$ cat src/gfe_pkg.sv
// Shared types, register indexes and control structs for the 9x9 Gaussian filter.
package gfe_pkg;

  // Input item: source pixel or drain tick.
  typedef struct packed {
    logic       cmd;
    logic [7:0] pixel_in;
  } gfe_in_t;

  // Result item: one filtered pixel with its position.
  typedef struct packed {
    logic [7:0] pixel_out;
    logic [9:0] out_col;
    logic [9:0] out_row;
    logic       frame_last;
  } gfe_out_t;

  localparam logic CMD_PIXEL = 1'b0;
  localparam logic CMD_DRAIN = 1'b1;

  localparam int CFG_IDX_W  = 3;
  localparam int CFG_DATA_W = 16;

  localparam logic [CFG_IDX_W-1:0] REG_IMG_WIDTH  = 3'd0;
  localparam logic [CFG_IDX_W-1:0] REG_IMG_HEIGHT = 3'd1;
  localparam logic [CFG_IDX_W-1:0] REG_WEIGHT_D0  = 3'd2;
  localparam logic [CFG_IDX_W-1:0] REG_WEIGHT_D1  = 3'd3;
  localparam logic [CFG_IDX_W-1:0] REG_WEIGHT_D2  = 3'd4;
  localparam logic [CFG_IDX_W-1:0] REG_WEIGHT_D3  = 3'd5;
  localparam logic [CFG_IDX_W-1:0] REG_WEIGHT_D4  = 3'd6;

  localparam int NUM_WREG = 5;

  typedef enum logic [2:0] {
    ST_IDLE,
    ST_CHECK,
    ST_SCAN,
    ST_FLUSH,
    ST_DIV,
    ST_DONE
  } gfe_state_t;

  // Controller to datapath.
  typedef struct packed {
    logic accept;
    logic scan_start;
    logic scan_step;
    logic div_start;
    logic div_step;
    logic emit;
  } gfe_cmd_t;

  // Datapath to controller.
  typedef struct packed {
    logic ready_emit;
    logic scan_last;
    logic pipe_busy;
    logic div_last;
  } gfe_status_t;

endpackage

$ cat src/gfe_ctrl.sv
// Controller state machine: accept, check, window scan, pipeline flush, divide, hand off.
module gfe_ctrl
  import gfe_pkg::*;
(
  input  logic        clk,
  input  logic        rst,
  input  logic        in_valid,
  output logic        in_stall,
  input  gfe_status_t status,
  input  logic        out_free,
  output gfe_cmd_t    cmd
);

  gfe_state_t state, state_next;

  always_ff @(posedge clk) begin
    if (rst) begin
      state <= ST_IDLE;
    end else begin
      state <= state_next;
    end
  end

  always_comb begin
    state_next = state;
    unique case (state)
      ST_IDLE: begin
        if (in_valid) state_next = ST_CHECK;
      end
      ST_CHECK: begin
        state_next = status.ready_emit ? ST_SCAN : ST_IDLE;
      end
      ST_SCAN: begin
        if (status.scan_last) state_next = ST_FLUSH;
      end
      ST_FLUSH: begin
        if (!status.pipe_busy) state_next = ST_DIV;
      end
      ST_DIV: begin
        if (status.div_last) state_next = ST_DONE;
      end
      ST_DONE: begin
        if (out_free) state_next = ST_IDLE;
      end
      default: state_next = ST_IDLE;
    endcase
  end

  always_comb begin
    cmd      = '0;
    in_stall = 1'b1;
    unique case (state)
      ST_IDLE: begin
        in_stall   = 1'b0;
        cmd.accept = in_valid;
      end
      ST_CHECK: cmd.scan_start = status.ready_emit;
      ST_SCAN:  cmd.scan_step  = 1'b1;
      ST_FLUSH: cmd.div_start  = !status.pipe_busy;
      ST_DIV:   cmd.div_step   = 1'b1;
      ST_DONE:  cmd.emit       = out_free;
      default:  cmd            = '0;
    endcase
  end

endmodule

$ cat config.mk
export PLATFORM = sky130hd
export DESIGN_NAME = gfe_ctrl
export DESIGN_NICKNAME = d
export VERILOG_FILES = /design/src/gfe_pkg.sv /design/src/gfe_ctrl.sv
export SDC_FILE = /design/constraint.sdc
export NUM_CORES = 1
export LEC_CHECK = 0
export BUFFER_PORTS_ARGS = -buffer_cell sky130_fd_sc_hd__buf_2
export CORE_AREA = 4 4 41 43
export DETAILED_ROUTE_END_ITERATION = 8
export DIE_AREA = 0 0 45 47
export SLEW_MARGIN = 20
export SYNTH_ARGS = -nofsm -noshare
export SYNTH_HDL_FRONTEND = slang
export SYNTH_SLANG_ARGS = --single-unit
$ cat constraint.sdc
create_clock -name clk -period 1.2 [get_ports clk]
set_input_delay 0.24 -clock clk [delete_from_list [all_inputs] [get_ports clk]]
set_output_delay 0.24 -clock clk [all_outputs]
set_load 0.03 [all_outputs]
==> Word level (Yosys, flattened, before mapping) <==
Cells that the tools add are included.
{ "totals": {"regBits": 3, "inputBits": 8} }
{ "classes": {"muxes": 14, "reduce_logical": 3, "n_eq_ne": 10} }
{ "ops": {"columns": ["cell", "n"], "rows": [
  ["$pmux W3 S6", 1],
  ["$mux W3", 5],
  ["$ne A2 B2 Y1 const B", 5],
  ["$mux W1", 7],
  ["$eq A3 B2 Y1 const B", 2],
  ["$eq A3 B3 Y1 const B", 2],
  ["$reduce_and A5 Y1", 1],
  ["$eq A3 B1 Y1 const B", 1],
  ["$logic_not A3 Y1", 1],
  ["$mux W2", 1],
  ["$logic_not A1 Y1", 1]
]} }

==> Logic depth before layout (Yosys ltp) <==
{ "logic_depth": {"ltp_word": 3, "depth_mapped": 4} }

==> Worst setup path after synthesis <==
OpenSTA, ideal clock, no wires.
{ "synth_path": {"path_kind": "register to output", "start": "reg state[2]", "end": "out cmd[5] (netlist name)", "path_buffers": 1, "arrival_time_ps": 1390, "path_stages_with_launch": 4, "setup_slack_ps": -430, "t_required_ps": 960, "path_cell_list": "dfxtp_1 -> buf_4 -> or3_1 -> nor2_1"} }
{ "synth_rtl": {"columns": ["element", "line", "text"], "rows": [
  ["start: declaration", "gfe_ctrl.sv:14", "gfe_state_t state, state_next;"],
  ["start signal: assignment", "gfe_ctrl.sv:20", "state <= state_next;"],
  ["end: declaration", "gfe_ctrl.sv:11", "output gfe_cmd_t cmd"]
]} }

==> metrics list <==
- The run finished, with violations left.
* Failing checks: negative setup slack
* Final Max Slew Viols: 0
- Sequential area share after synthesis: 25.9%
- Data arrives at the worst endpoint at 1180 ps.
* Category of the worst setup path launch point: flop
- Number of DRC violations after detailed routing: 0
- Xor/xnor cell area share of the yosys netlist: 0%
- The synthesized design contains 3 register bits.
- The portion of synthesized area spent on multiplexers is 4.32%.
* Number of antenna violations at the first check in global routing: 0
- For the worst setup path, the data required time is 960 ps.
- By area, the combinational part of the netlist is dominated by simple AND/OR/NAND/NOR gates.
- Effective utilization at floorplan: 17.8%
- Mean instance size in the synthesized netlist: 8.57 um^2
* Post-layout utilization of the core: 36.1%
- Number of design-rule violations left by the first detailed-router iteration: 8
- The count of nets left with antenna violations once routing finished came out at 0.
- Number of endpoints failing setup at the final stage: 8
* Maximum clock skew at final layout: 0.402 ps
- DR vias/cell: 4.53
- Maximum count of clock buffers along a single path: 2
- The number of global-route vias before repair is 304.
- Entering global routing, the biggest net connects 7 pins.
- Global Route Usage Sum: 8.05%
* Floorplan Core Area: 1300 um^2
* Total CTS buffers: 3
* Crit path capture type: output pin
- Layout-stage area growth over the synthesis result: 103%
* Clock root buffer: sky130_fd_sc_hd__clkbuf_4
- Number of standard cells after synthesis: 27
- Count of fill cells added during filler insertion: 152
- Share of async-settable or async-resettable flops after synthesis: 0%
* CTS Hold Buffers Added: 0
* Total number of H-tree levels: 1
- During I/O placement, the number of pins put on the boundary was 15.
* Layout cell share with drive strength beyond 1: 64.2%
- The first global-routing pass estimated 1240 um of wire.
- Actual slew at the worst max-slew pin: 255 ps
- The number of nets handed over by synthesis was 35.
* Final cell count without fillers: 68
- For this run, the number of Yosys warnings is 0.
* Critical setup path kind: reg -> out
* Post-detailed-placement cell area: 379 um^2
- In this run the cell area of the synthesized design comes to 231 um^2.
* Arithmetic-cell share of the synthesized area counting full adders, half adders and majority gates: 0%
* Final hold vios: 0
* Die Y-Extent: 47 um
- RSZ-0062 raised after global routing: yes
- Clock tree synthesis found a total of 3 sinks.
- 0 antenna diodes ended up in the layout.
* Synth Flop Type: sky130_fd_sc_hd__dfxtp_1
- Register name with the most flops: state
- In this run the register-to-register setup slack is -60 ps.
- The commonest cells after synthesis are 3 x sky130_fd_sc_hd__a31oi_1, 3 x sky130_fd_sc_hd__dfxtp_1, 3 x sky130_fd_sc_hd__inv_1.
- TritonCTS built the clock tree.
- Of all nets on the critical path, the largest fanout is 5.
- I/O Buffers: 14
- The routed design has 760 um of wire.
- Once placement completed, the tool counted placed cells totaling 62.
- MaxCap Viol Count: 0
* Drt pass-1 iters: 4
- Compound-cell area share of the yosys netlist: 11.4%
* Die boundary width: 45 um
* Final worst-path setup slack: -220 ps
* Fmax: 0.704 GHz
* Maximum resistive drop on vdd: 0.283 mV
- Of the total synthesized cell area, the portion taken by AND, OR, NAND and NOR gates is 50.3%.
- In the final design database the tool counted 62 nets.
- Yosys cell types: 18
- After routing the design area is 469 um^2.
* Post-detailed-route wirelength per cell: 11.2 um
- Registers with the most flip-flops: state (3)
- Via count: 308
- Number of flip-flops in the largest register: 3
* Power per Cell Area: 881 nW/um^2
* Global placement routability congestion: 0.736
- Leak pwr: 0.228 nW
- The min-delay analysis places its worst path in the category in -> reg.
* Total die area: 2120 um^2
* Total congestion overflow after global routing: 0
* Final period util: 118%
* Clock insertion delay at the later pin of the skew report: 230 ps
- Summed over all nets, the half-perimeter wirelength after detailed placement is 560 um.
- Post-CTS clock slew at the launch and capture registers of the worst setup and hold paths: 30 ps
- Number of placement rows: 13
- Number of enable-type register cells in the synthesized netlist: 0
* Cell taking the most area after synthesis: sky130_fd_sc_hd__dfxtp_1
* Largest cells by area after synthesis: sky130_fd_sc_hd__dfxtp_1 26%, sky130_fd_sc_hd__nor4bb_4 11%, sky130_fd_sc_hd__a31oi_1 8.1%, sky130_fd_sc_hd__nor3b_2 5.4%, sky130_fd_sc_hd__or3_1 5.4%
- Counting I/O delays and the setup requirement, the final critical path takes 1420 ps.
- Summed over its instances, the top area cell type makes up 25.9% of the synthesized netlist area.
- Slew HR: 83.0%
routing by layer:
metal / share of wire [%] / track usage [%] / vias to the layer above
met1: 40 / 8.84 / 147
met3: 7.8 / 1.92 / 0
met5: 0 / 0 / -
met4: 0 / 3.51 / 0
met2: 52 / 14.7 / 10
li1: - / - / 151
area by class of cell:
type | count | area (um^2) | share of cell area, %
flip-flops and latches | 3 | 66.3 | 14.1
well taps | 15 | 18.8 | 4.00
multi-input cells | 20 | 176 | 37.6
repair buffers | 23 | 170 | 36.3
clock buffers | 4 | 26.3 | 5.60
inverters | 3 | 11.3 | 2.40
power by group:
group          total [W]  switching (W)  internal, W
clock           0.000171      0.0000463     0.000124
combinational   0.000131      0.0000655    0.0000650
sequential      0.000112     0.00000738     0.000105
total           0.000413       0.000119     0.000294
placed cells by master (no fill, tap or decap), types with 2 or more instances in the layout:
cell type,synthesis,layout
sky130_fd_sc_hd__inv_1,3,3
sky130_fd_sc_hd__nand2_1,2,2
sky130_fd_sc_hd__a31oi_1,3,3
sky130_fd_sc_hd__dfxtp_2,0,2
sky130_fd_sc_hd__clkbuf_4,0,3
sky130_fd_sc_hd__buf_6,0,6
sky130_fd_sc_hd__buf_2,0,10
sky130_fd_sc_hd__buf_4,1,7
metrics by stage:
stage          setup slack (ps)  hold WS (ps)  setup TNS (ps)  power (W)
4_1_cts                    -231           195           -1330   0.000418
2_1_floorplan              -211           309            -244   0.000178
3_3_place_gp              -57.1           445            -104   0.000224
3_5_place_dp              -62.3           443           -88.9   0.000225
6_report                   -220           199           -1250   0.000413
5_1_grt                    -262           222           -1670   0.000442
cells by family (layout without fill, tap and decap cells):
| family | count (synthesis) | in the layout |
|---|---|---|
| compound gates | 4 | 4 |
| buf+inv | 4 | 30 |
| mux | 1 | 1 |
| simple gates | 15 | 15 |
| flops | 3 | 3 |
timing repair:
item                                    in CTS  in global routing
endpoints found under the setup margin       8                  8
gates resized for setup                     14                  1
pin swaps                                    2                  1
buffers inserted                             1                  1
path summary, 6_finish.rpt:
path,start,end,cells past startpoint
setup / recovery,state[1],cmd[5],3
hold / removal,rst,state[2],2
setup reg to reg,state[2],state[0],5
hold reg to reg,state[2],state[1],2
worst max-delay path, stage by stage, from the launching register on:
cell	delay [ps]
sky130_fd_sc_hd__dfxtp_2	330
sky130_fd_sc_hd__or3_4	400
sky130_fd_sc_hd__nor2_4	90
sky130_fd_sc_hd__buf_6	130
Note: power is estimated with default switching activity, not from simulation.
